===== src/hw/rtl/fcp_pkg.sv =====
// Shared types and constants for the canonical field-element packer.
`default_nettype none

package fcp_pkg;

  localparam int unsigned LimbW      = 64;
  localparam int unsigned LimbBits   = 51;
  localparam int unsigned CarryW     = LimbW - LimbBits;
  localparam int unsigned NumLimbs   = 5;
  localparam int unsigned FoldFactor = 19;
  localparam int unsigned FoldW      = CarryW + 5;
  localparam int unsigned ValueW     = NumLimbs * LimbBits;
  localparam int unsigned LowW       = 128;
  localparam int unsigned HighW      = ValueW - LowW;
  localparam int unsigned WordW      = 64;
  localparam int unsigned TopWordW   = ValueW - 3 * WordW;
  // Weight of the spare limb-one carry bit in the packed value.
  localparam int unsigned SpareShift = 2 * LimbBits;

  typedef logic [LimbW-1:0] limb_t;
  typedef limb_t [NumLimbs-1:0] limbs_t;

  typedef struct packed {
    logic [LimbW-1:0] limb4;
    logic [LimbW-1:0] limb3;
    logic [LimbW-1:0] limb2;
    logic [LimbW-1:0] limb1;
    logic [LimbW-1:0] limb0;
  } in_item_t;

  typedef struct packed {
    logic [TopWordW-1:0] word3;
    logic [WordW-1:0]    word2;
    logic [WordW-1:0]    word1;
    logic [WordW-1:0]    word0;
  } out_item_t;

  // Packed value with all limbs reduced to 51 bits, plus the one bit
  // that limb one may still carry into weight 2^102.
  typedef struct packed {
    logic [ValueW-1:0] packed_val;
    logic              spare;
  } fold_t;

  // Low half done both ways: as is, and with 19 added.
  typedef struct packed {
    logic [HighW-1:0] p_hi;
    logic [LowW-1:0]  lo_v;
    logic [LowW-1:0]  lo_w;
    logic             carry_v;
    logic             carry_w;
  } low_t;

endpackage

`default_nettype wire


===== src/hw/rtl/curve25519_field_canonical_pack_core.sv =====
// Top level of the canonical GF(2^255-19) packer, radix 2^51 limbs to 255 bits.
`default_nettype none

// Channel   Direction  Handshake               Payload
// in        sink       in_valid_i / in_stall_o  fcp_pkg::in_item_t  (limb0..limb4)
// out       source     out_valid_o / out_stall_i fcp_pkg::out_item_t (word0..word3)
//
// Seven register stages: four carry steps of the first pass, the fold of the
// top carry, the low 128-bit add, and the high add with the final select.
// One item per cycle sustained while out_stall_i stays low.
// Reset clears only the stage valid bits; payload registers are left as is.
// A stage loads whenever it is empty or the stage after it moves, so bubbles
// collapse under out_stall_i and new items enter while a result waits.

module curve25519_field_canonical_pack_core (
  input  logic               clk_i,
  input  logic               rst_ni,
  input  logic               in_valid_i,
  output logic               in_stall_o,
  input  fcp_pkg::in_item_t  in_data_i,
  output logic               out_valid_o,
  input  logic               out_stall_i,
  output fcp_pkg::out_item_t out_data_o
);

  localparam int unsigned NumCarry = fcp_pkg::NumLimbs - 1;

  logic            c_valid [NumCarry+1];
  logic            c_ready [NumCarry+1];
  fcp_pkg::limbs_t c_limbs [NumCarry+1];

  logic            fold_valid;
  logic            fold_ready;
  fcp_pkg::fold_t  fold;
  logic            low_valid;
  logic            low_ready;
  fcp_pkg::low_t   low;

  // Unpack the input item into the limb vector of the first carry stage.
  assign c_valid[0]    = in_valid_i;
  assign c_limbs[0][0] = in_data_i.limb0;
  assign c_limbs[0][1] = in_data_i.limb1;
  assign c_limbs[0][2] = in_data_i.limb2;
  assign c_limbs[0][3] = in_data_i.limb3;
  assign c_limbs[0][4] = in_data_i.limb4;
  assign in_stall_o    = !c_ready[0];

  // Each step carries position 0 into position 1 and rotates, so every
  // instance is the same; after four steps the carried limb 4 sits first.
  for (genvar i = 0; i < NumCarry; i++) begin : g_carry
    fcp_carry_stage u_carry (
      .clk_i   (clk_i),
      .rst_ni  (rst_ni),
      .valid_i (c_valid[i]),
      .ready_o (c_ready[i]),
      .limbs_i (c_limbs[i]),
      .valid_o (c_valid[i+1]),
      .ready_i (c_ready[i+1]),
      .limbs_o (c_limbs[i+1])
    );
  end

  fcp_fold_stage u_fold (
    .clk_i   (clk_i),
    .rst_ni  (rst_ni),
    .valid_i (c_valid[NumCarry]),
    .ready_o (c_ready[NumCarry]),
    .limbs_i (c_limbs[NumCarry]),
    .valid_o (fold_valid),
    .ready_i (fold_ready),
    .fold_o  (fold)
  );

  fcp_low_add_stage u_low (
    .clk_i   (clk_i),
    .rst_ni  (rst_ni),
    .valid_i (fold_valid),
    .ready_o (fold_ready),
    .fold_i  (fold),
    .valid_o (low_valid),
    .ready_i (low_ready),
    .low_o   (low)
  );

  fcp_high_sel_stage u_high (
    .clk_i   (clk_i),
    .rst_ni  (rst_ni),
    .valid_i (low_valid),
    .ready_o (low_ready),
    .low_i   (low),
    .valid_o (out_valid_o),
    .ready_i (!out_stall_i),
    .item_o  (out_data_o)
  );

endmodule

`default_nettype wire


===== src/hw/rtl/fcp_carry_stage.sv =====
// One carry step of the first pass: limb 0 into limb 1, then rotate the limbs.
`default_nettype none

module fcp_carry_stage (
  input  logic            clk_i,
  input  logic            rst_ni,
  input  logic            valid_i,
  output logic            ready_o,
  input  fcp_pkg::limbs_t limbs_i,
  output logic            valid_o,
  input  logic            ready_i,
  output fcp_pkg::limbs_t limbs_o
);

  logic            valid_q;
  fcp_pkg::limbs_t limbs_d;
  fcp_pkg::limbs_t limbs_q;

  // Carry into the next limb (wraps at 64 bits), park the masked limb at the top.
  always_comb begin
    limbs_d    = limbs_i;
    limbs_d[0] = limbs_i[1] + fcp_pkg::LimbW'(limbs_i[0][fcp_pkg::LimbW-1:fcp_pkg::LimbBits]);
    limbs_d[1] = limbs_i[2];
    limbs_d[2] = limbs_i[3];
    limbs_d[3] = limbs_i[4];
    limbs_d[4] = fcp_pkg::LimbW'(limbs_i[0][fcp_pkg::LimbBits-1:0]);
  end

  assign ready_o = !valid_q || ready_i;

  always_ff @(posedge clk_i or negedge rst_ni) begin
    if (!rst_ni) begin
      valid_q <= 1'b0;
    end else if (ready_o) begin
      valid_q <= valid_i;
    end
  end

  always_ff @(posedge clk_i) begin
    if (ready_o && valid_i) begin
      limbs_q <= limbs_d;
    end
  end

  assign valid_o = valid_q;
  assign limbs_o = limbs_q;

endmodule

`default_nettype wire


===== src/hw/rtl/fcp_fold_stage.sv =====
// Fold the top carry back times 19, carry once into limb one, pack the value.
`default_nettype none

module fcp_fold_stage (
  input  logic            clk_i,
  input  logic            rst_ni,
  input  logic            valid_i,
  output logic            ready_o,
  input  fcp_pkg::limbs_t limbs_i,
  output logic            valid_o,
  input  logic            ready_i,
  output fcp_pkg::fold_t  fold_o
);

  logic                         valid_q;
  logic [fcp_pkg::CarryW-1:0]   top;
  logic [fcp_pkg::FoldW-1:0]    fold_add;
  logic [fcp_pkg::LimbBits:0]   t0;
  logic [fcp_pkg::LimbBits:0]   t1;
  fcp_pkg::fold_t               fold_d;
  fcp_pkg::fold_t               fold_q;

  // After four rotations: [0] = carried limb 4, [1..4] = masked limbs 0..3.
  always_comb begin
    top      = limbs_i[0][fcp_pkg::LimbW-1:fcp_pkg::LimbBits];
    fold_add = fcp_pkg::FoldW'(top) * fcp_pkg::FoldW'(fcp_pkg::FoldFactor);
    t0       = (fcp_pkg::LimbBits+1)'(limbs_i[1][fcp_pkg::LimbBits-1:0])
             + (fcp_pkg::LimbBits+1)'(fold_add);
    t1       = (fcp_pkg::LimbBits+1)'(limbs_i[2][fcp_pkg::LimbBits-1:0])
             + (fcp_pkg::LimbBits+1)'(t0[fcp_pkg::LimbBits]);
    fold_d.packed_val = {limbs_i[0][fcp_pkg::LimbBits-1:0],
                         limbs_i[4][fcp_pkg::LimbBits-1:0],
                         limbs_i[3][fcp_pkg::LimbBits-1:0],
                         t1[fcp_pkg::LimbBits-1:0],
                         t0[fcp_pkg::LimbBits-1:0]};
    fold_d.spare      = t1[fcp_pkg::LimbBits];
  end

  assign ready_o = !valid_q || ready_i;

  always_ff @(posedge clk_i or negedge rst_ni) begin
    if (!rst_ni) begin
      valid_q <= 1'b0;
    end else if (ready_o) begin
      valid_q <= valid_i;
    end
  end

  always_ff @(posedge clk_i) begin
    if (ready_o && valid_i) begin
      fold_q <= fold_d;
    end
  end

  assign valid_o = valid_q;
  assign fold_o  = fold_q;

endmodule

`default_nettype wire


===== src/hw/rtl/fcp_low_add_stage.sv =====
// Low 128 bits of the value: plain and with 19 added, carries kept.
`default_nettype none

module fcp_low_add_stage (
  input  logic           clk_i,
  input  logic           rst_ni,
  input  logic           valid_i,
  output logic           ready_o,
  input  fcp_pkg::fold_t fold_i,
  output logic           valid_o,
  input  logic           ready_i,
  output fcp_pkg::low_t  low_o
);

  logic                    valid_q;
  logic [fcp_pkg::LowW:0]  base;
  logic [fcp_pkg::LowW:0]  spare_term;
  logic [fcp_pkg::LowW:0]  sum_v;
  logic [fcp_pkg::LowW:0]  sum_w;
  fcp_pkg::low_t           low_d;
  fcp_pkg::low_t           low_q;

  // The spare bit and 19 sit in disjoint bits, so both sums are single adds.
  always_comb begin
    base       = (fcp_pkg::LowW+1)'(fold_i.packed_val[fcp_pkg::LowW-1:0]);
    spare_term = (fcp_pkg::LowW+1)'(fold_i.spare) << fcp_pkg::SpareShift;
    sum_v = base + spare_term;
    sum_w = base + (spare_term | (fcp_pkg::LowW+1)'(fcp_pkg::FoldFactor));
    low_d.p_hi    = fold_i.packed_val[fcp_pkg::ValueW-1:fcp_pkg::LowW];
    low_d.lo_v    = sum_v[fcp_pkg::LowW-1:0];
    low_d.lo_w    = sum_w[fcp_pkg::LowW-1:0];
    low_d.carry_v = sum_v[fcp_pkg::LowW];
    low_d.carry_w = sum_w[fcp_pkg::LowW];
  end

  assign ready_o = !valid_q || ready_i;

  always_ff @(posedge clk_i or negedge rst_ni) begin
    if (!rst_ni) begin
      valid_q <= 1'b0;
    end else if (ready_o) begin
      valid_q <= valid_i;
    end
  end

  always_ff @(posedge clk_i) begin
    if (ready_o && valid_i) begin
      low_q <= low_d;
    end
  end

  assign valid_o = valid_q;
  assign low_o   = low_q;

endmodule

`default_nettype wire


===== src/hw/rtl/fcp_high_sel_stage.sv =====
// High half, quotient bit and choice of the canonical value; output register.
`default_nettype none

module fcp_high_sel_stage (
  input  logic              clk_i,
  input  logic              rst_ni,
  input  logic              valid_i,
  output logic              ready_o,
  input  fcp_pkg::low_t     low_i,
  output logic              valid_o,
  input  logic              ready_i,
  output fcp_pkg::out_item_t item_o
);

  logic                       valid_q;
  logic [fcp_pkg::HighW:0]    hi_v;
  logic [fcp_pkg::HighW:0]    hi_w;
  logic                       quot;
  logic [fcp_pkg::ValueW-1:0] canon;
  fcp_pkg::out_item_t         item_d;
  fcp_pkg::out_item_t         item_q;

  always_comb begin
    hi_v  = (fcp_pkg::HighW+1)'(low_i.p_hi) + (fcp_pkg::HighW+1)'(low_i.carry_v);
    hi_w  = (fcp_pkg::HighW+1)'(low_i.p_hi) + (fcp_pkg::HighW+1)'(low_i.carry_w);
    // Value plus 19 reaches 2^255: take that sum, bit 255 dropped.
    quot  = hi_w[fcp_pkg::HighW];
    canon = quot ? {hi_w[fcp_pkg::HighW-1:0], low_i.lo_w}
                 : {hi_v[fcp_pkg::HighW-1:0], low_i.lo_v};
    item_d.word0 = canon[fcp_pkg::WordW-1:0];
    item_d.word1 = canon[2*fcp_pkg::WordW-1:fcp_pkg::WordW];
    item_d.word2 = canon[3*fcp_pkg::WordW-1:2*fcp_pkg::WordW];
    item_d.word3 = canon[fcp_pkg::ValueW-1:3*fcp_pkg::WordW];
  end

  assign ready_o = !valid_q || ready_i;

  always_ff @(posedge clk_i or negedge rst_ni) begin
    if (!rst_ni) begin
      valid_q <= 1'b0;
    end else if (ready_o) begin
      valid_q <= valid_i;
    end
  end

  always_ff @(posedge clk_i) begin
    if (ready_o && valid_i) begin
      item_q <= item_d;
    end
  end

  assign valid_o = valid_q;
  assign item_o  = item_q;

endmodule

`default_nettype wire

===== config.mk =====
export PLATFORM = sky130hd
export DESIGN_NAME = curve25519_field_canonical_pack_core
export DESIGN_NICKNAME = d
export VERILOG_FILES = /design/src/hw/rtl/fcp_pkg.sv /design/src/hw/rtl/curve25519_field_canonical_pack_core.sv /design/src/hw/rtl/fcp_carry_stage.sv /design/src/hw/rtl/fcp_fold_stage.sv /design/src/hw/rtl/fcp_low_add_stage.sv /design/src/hw/rtl/fcp_high_sel_stage.sv
export SDC_FILE = /design/constraint.sdc
export NUM_CORES = 2
export LEC_CHECK = 0
export BUFFER_PORTS_ARGS = -buffer_cell sky130_fd_sc_hd__buf_2
export CAP_MARGIN = 20
export CELL_PAD_IN_SITES_DETAIL_PLACEMENT = 1
export CELL_PAD_IN_SITES_GLOBAL_PLACEMENT = 1
export CORE_MARGIN = 2
export CORE_UTILIZATION = 45
export CTS_BUF_LIST = sky130_fd_sc_hd__clkbuf_16
export DETAILED_ROUTE_END_ITERATION = 8
export PLACE_DENSITY = 0.82
export SLEW_MARGIN = 20
export SYNTH_ARGS = -nofsm -noshare
export SYNTH_HDL_FRONTEND = slang
export SYNTH_SLANG_ARGS = --single-unit

===== constraint.sdc =====
create_clock -name clk_i -period 18.28 [get_ports clk_i]
set_input_delay 3.656 -clock clk_i [delete_from_list [all_inputs] [get_ports clk_i]]
set_output_delay 3.656 -clock clk_i [all_outputs]
set_load 0.05 [all_outputs]

==> summary.md <==
| Metric | Value |
|---|---|
| Clk buf depth | `3` |
| Mapped Cells | `5117` |
| Max Fclk | `114 MHz` |
| Count of final setup violators | `0` |
| Initial core utilization | `0.452` |
| Reg2reg end | `u_fold.fold_o[101]$_DFFE_PP_` |
| Synth area leader | `edfxtp_1` |
| CTS Hold Bufs | `0` |
| Status | `complete, no violations` |
| Post-synth ARST share | `0.00341` |
| Max-cap violation count | `0` |
| Via count | `45.6k` |
| Drt first pass iters | `6` |
| R2R depth | `24` |
| Crit Path Max Fanout | `5` |
| TritonCTS clock tree | `yes` |
| Clock Sinks | `2053` |
| Post-Synth XOR/XNOR Area | `0.0668` |
| Final worst slack | `9.54 ns` |
| Arrival @ worst endpoint | `5.08 ns` |
| Hold/Removal Path Class | `reg -> reg` |
| Post-synth top area share | `0.762` |
| Adder-cell area share of the yosys netlist | `0.0222` |
| CTS resizes | `0` |
| Worst-Margin Slew | `1.23 ns` |
| Initial antenna violation count | `17` |
| CTS buffer count | `200` |
| Drt initial violations | `3418` |
| Avg WL per Cell | `25.7 um` |
| Largest family of logic cells by synthesized area | `simple AND/OR/NAND/NOR gates` |
| R2R setup slack | `11.92 ns` |
| Mapped Avg Cell Area | `15.8 um2` |
| Tcrit/Tclk final | `0.478` |
| Mapped Nets | `5568` |
| Synth Area in Simple Gates | `0.108` |
| Nets | `6299` |
| Fin crit period | `8.74 ns` |
| Share of cells above drive strength 1 | `0.162` |
| DR vias/cell | `5.44` |
| Critical path origin | `out_stall_i` |
| Final hold violations | `0` |
| Power Density | `144 nW/um2` |
| First-pass GRT wire length | `312000 um` |
| Rows | `155` |
| Gr usage total | `0.233` |
| DRC viols | `0` |
| Synthesized cell area | `80600 um2` |
| Largest cells by area after synthesis | `edfxtp_1 76%, xnor2_1 3.8%, nand2_1 3.0%` |
| Area grow syn2layout | `15.4%` |
| Critical Path Sink Type | `primary output` |
| Final GP Congestion | `0.902` |
| Die area | `183000 um2` |
| Worst VDD drop | `0.0881 mV` |
| Die Y-Extent | `427 um` |
| Critical Path RT | `14.62 ns` |
| Reg-to-Reg Start | `g_carry[3].u_carry.limbs_o[55]$_DFFE_PP_` |
| I/O pin count | `581` |
| Buffers added on ports | `580` |
| Finished Core Util | `0.522` |
| Core area | `178000 um2` |
| Critical path class | `in -> out` |
| Worst setup path endpoint | `in_stall_o` |
| P_leak | `33.8 nW` |
| Vias in the first global route | `48.5k` |
| Yosys reg bits | `2053` |
| WL final | `215000 um` |
| H-tree Lvls | `4` |
| Met3 GRT Util | `0.0358` |
| CTS clock-pin slew for the worst setup and hold paths | `0.06 ns` |
| Compound-Gate Fraction of Synth Area | `0.0257` |
| RSZ-0062 raised after global routing | `no` |
| Final Max Slew Viols | `0` |
| Area of the multi-input gates | `18100 um2` |
| Relative slew slack | `0.178` |
| Fillers | `17.0k` |
| Met2 global-route usage | `0.406` |
| Largest net degree at the start of global routing | `145` |
| Mux cell area share after synthesis | `0.000946` |
| Fin Setup TNS | `0 ns` |
| GRT overflow | `0` |
| Clock Skews | `0.0602 ns` |
| Sequential-to-total area share from yosys stat | `0.764` |
| Detail Route Antenna Nets | `0` |
| Distinct cells, synth | `81` |
| Startpoint types | `input port` |
| Main synth FF type | `edfxtp_1` |
| Die width | `427 um` |
| Clock Latency Late Sink | `0.87 ns` |
| Post-synth EDFFs | `2046` |
| Number of setup buffers added after CTS | `0` |
| Global route hottest layer | `met2` |
| FF/Latch Area | `61600 um2` |
| CTS Root Cell | `clkbuf_16` |
| Pre-CTS setup slack | `9.50 ns` |
| Post-DP HPWL | `161000 um` |
| Met1 usage | `0.262` |
| Yosys Warn Count | `0` |
## per-layer routing
metal  up-vias  wire length (um)
li1      20600                 -
met1     22900             78800
met2      1562            110000
met3       560             10400
met4         4             16200
met5         -                26
## report_power, final
part           switching, mW  internal (mW)
combinational           1.64          0.657
clock                   1.76           2.27
sequential             0.591           6.47
## cells in the final DEF (no fill, tap or decap), types with 38 or more instances in the layout
cell,count
nor4_1,74
edfxtp_1,2046
nor3_1,109
nor2_1,211
clkinv_2,38
clkbuf_16,202
nand4_1,164
clkinv_1,39
and3_1,111
a21oi_1,77
buf_4,44
nand3_1,210
a21o_1,42
buf_2,580
xnor2_1,348
xor2_1,267
ha_1,100
inv_1,198
nand2_1,654
o21ai_0,47
and4_1,51
## layout make-up
type / instances / share of cell area
timing repair buffer: 629 / 0.0357
antenna: 13 / 0.000350
clock buffer: 202 / 0.0543
clock inverter: 167 / 0.0152
multi-input combinational: 2805 / 0.194
tap: 2355 / 0.0317
inverter: 159 / 0.00641
sequential: 2053 / 0.662
## through the flow
step	power (mW)	area (um2)	hold slack (ns)	cells
detailed placement	9.44	86500	0.405	8000
global placement	9.28	86500	0.401	8000
floorplan	8.68	80600	0.400	5117
finish	13.4	93100	0.405	8383
CTS	13.5	93000	0.402	8369
global route	13.9	93000	0.415	8376
## worst min-delay path by stage
stage	cells after the start	startpoint	end	slack, ns
floorplan	0	g_carry[0].u_carry.limbs_o[164]$_DFFE_PP_	g_carry[1].u_carry.limbs_o[100]$_DFFE_PP_	0.40
global placement	0	g_carry[0].u_carry.limbs_o[47]$_DFFE_PP_	g_carry[1].u_carry.limbs_o[303]$_DFFE_PP_	0.40
detailed placement	0	g_carry[1].u_carry.limbs_o[188]$_DFFE_PP_	g_carry[2].u_carry.limbs_o[124]$_DFFE_PP_	0.41
CTS	0	g_carry[0].u_carry.limbs_o[277]$_DFFE_PP_	g_carry[1].u_carry.limbs_o[213]$_DFFE_PP_	0.40
global route	0	g_carry[3].u_carry.limbs_o[213]$_DFFE_PP_	u_fold.fold_o[124]$_DFFE_PP_	0.42
finish	0	g_carry[0].u_carry.limbs_o[277]$_DFFE_PP_	g_carry[1].u_carry.limbs_o[213]$_DFFE_PP_	0.40
## Yosys cell counts (all sizes together) (5+ instances only)
library cell and count:
inv 159, or2 13, mux2i 6, and4 51
nor3b 6, o211ai 5, ha 100, nor4b 11
dfrtp 7, a41oi 12, and3 111, clkbuf 63
nor4 82, o21ai 58, o21bai 8, buf 37
nor2b 17, nand3 211, nand4 166, fa 27
a21oi 77, nand2 654, or3 18, a2111oi 16
a31oi 30, o31ai 10, xor2 267, a211oi 5
nor3 110, xnor2 348, a21o 42, edfxtp 2046
o21a 13, and2 38, or4 10, nand2b 19
nor2 213, o2111ai 8
## state kept, by name, summed over array words and instances, names as in the netlist
| signal | flops |
|---|---|
| g_carry.u_carry.limbs_o | 1150 |
| u_high.valid_o | 1 |
| u_fold.valid_o | 1 |
| u_low.low_o | 385 |
| u_low.valid_o | 1 |
| u_fold.fold_o | 256 |
| u_high.item_o | 255 |
| g_carry.u_carry.valid_o | 4 |
## critical path, stage by stage
cell     delay, ns
buf_2         0.14
nand4_1       0.18
nor2_1        0.45
nand4_1       0.28
inv_1         0.12
buf_2         0.26
## cells by family after synthesis
family / after synthesis
AO/OA/AOI/OAI: 313
XOR/XNOR: 615
adder cells (fa/ha/maj): 127
buffers and inverters: 259
flip-flops: 2053
multiplexers: 6
AND/OR/NAND/NOR: 1744
Power figures use the tool's default switching activity.
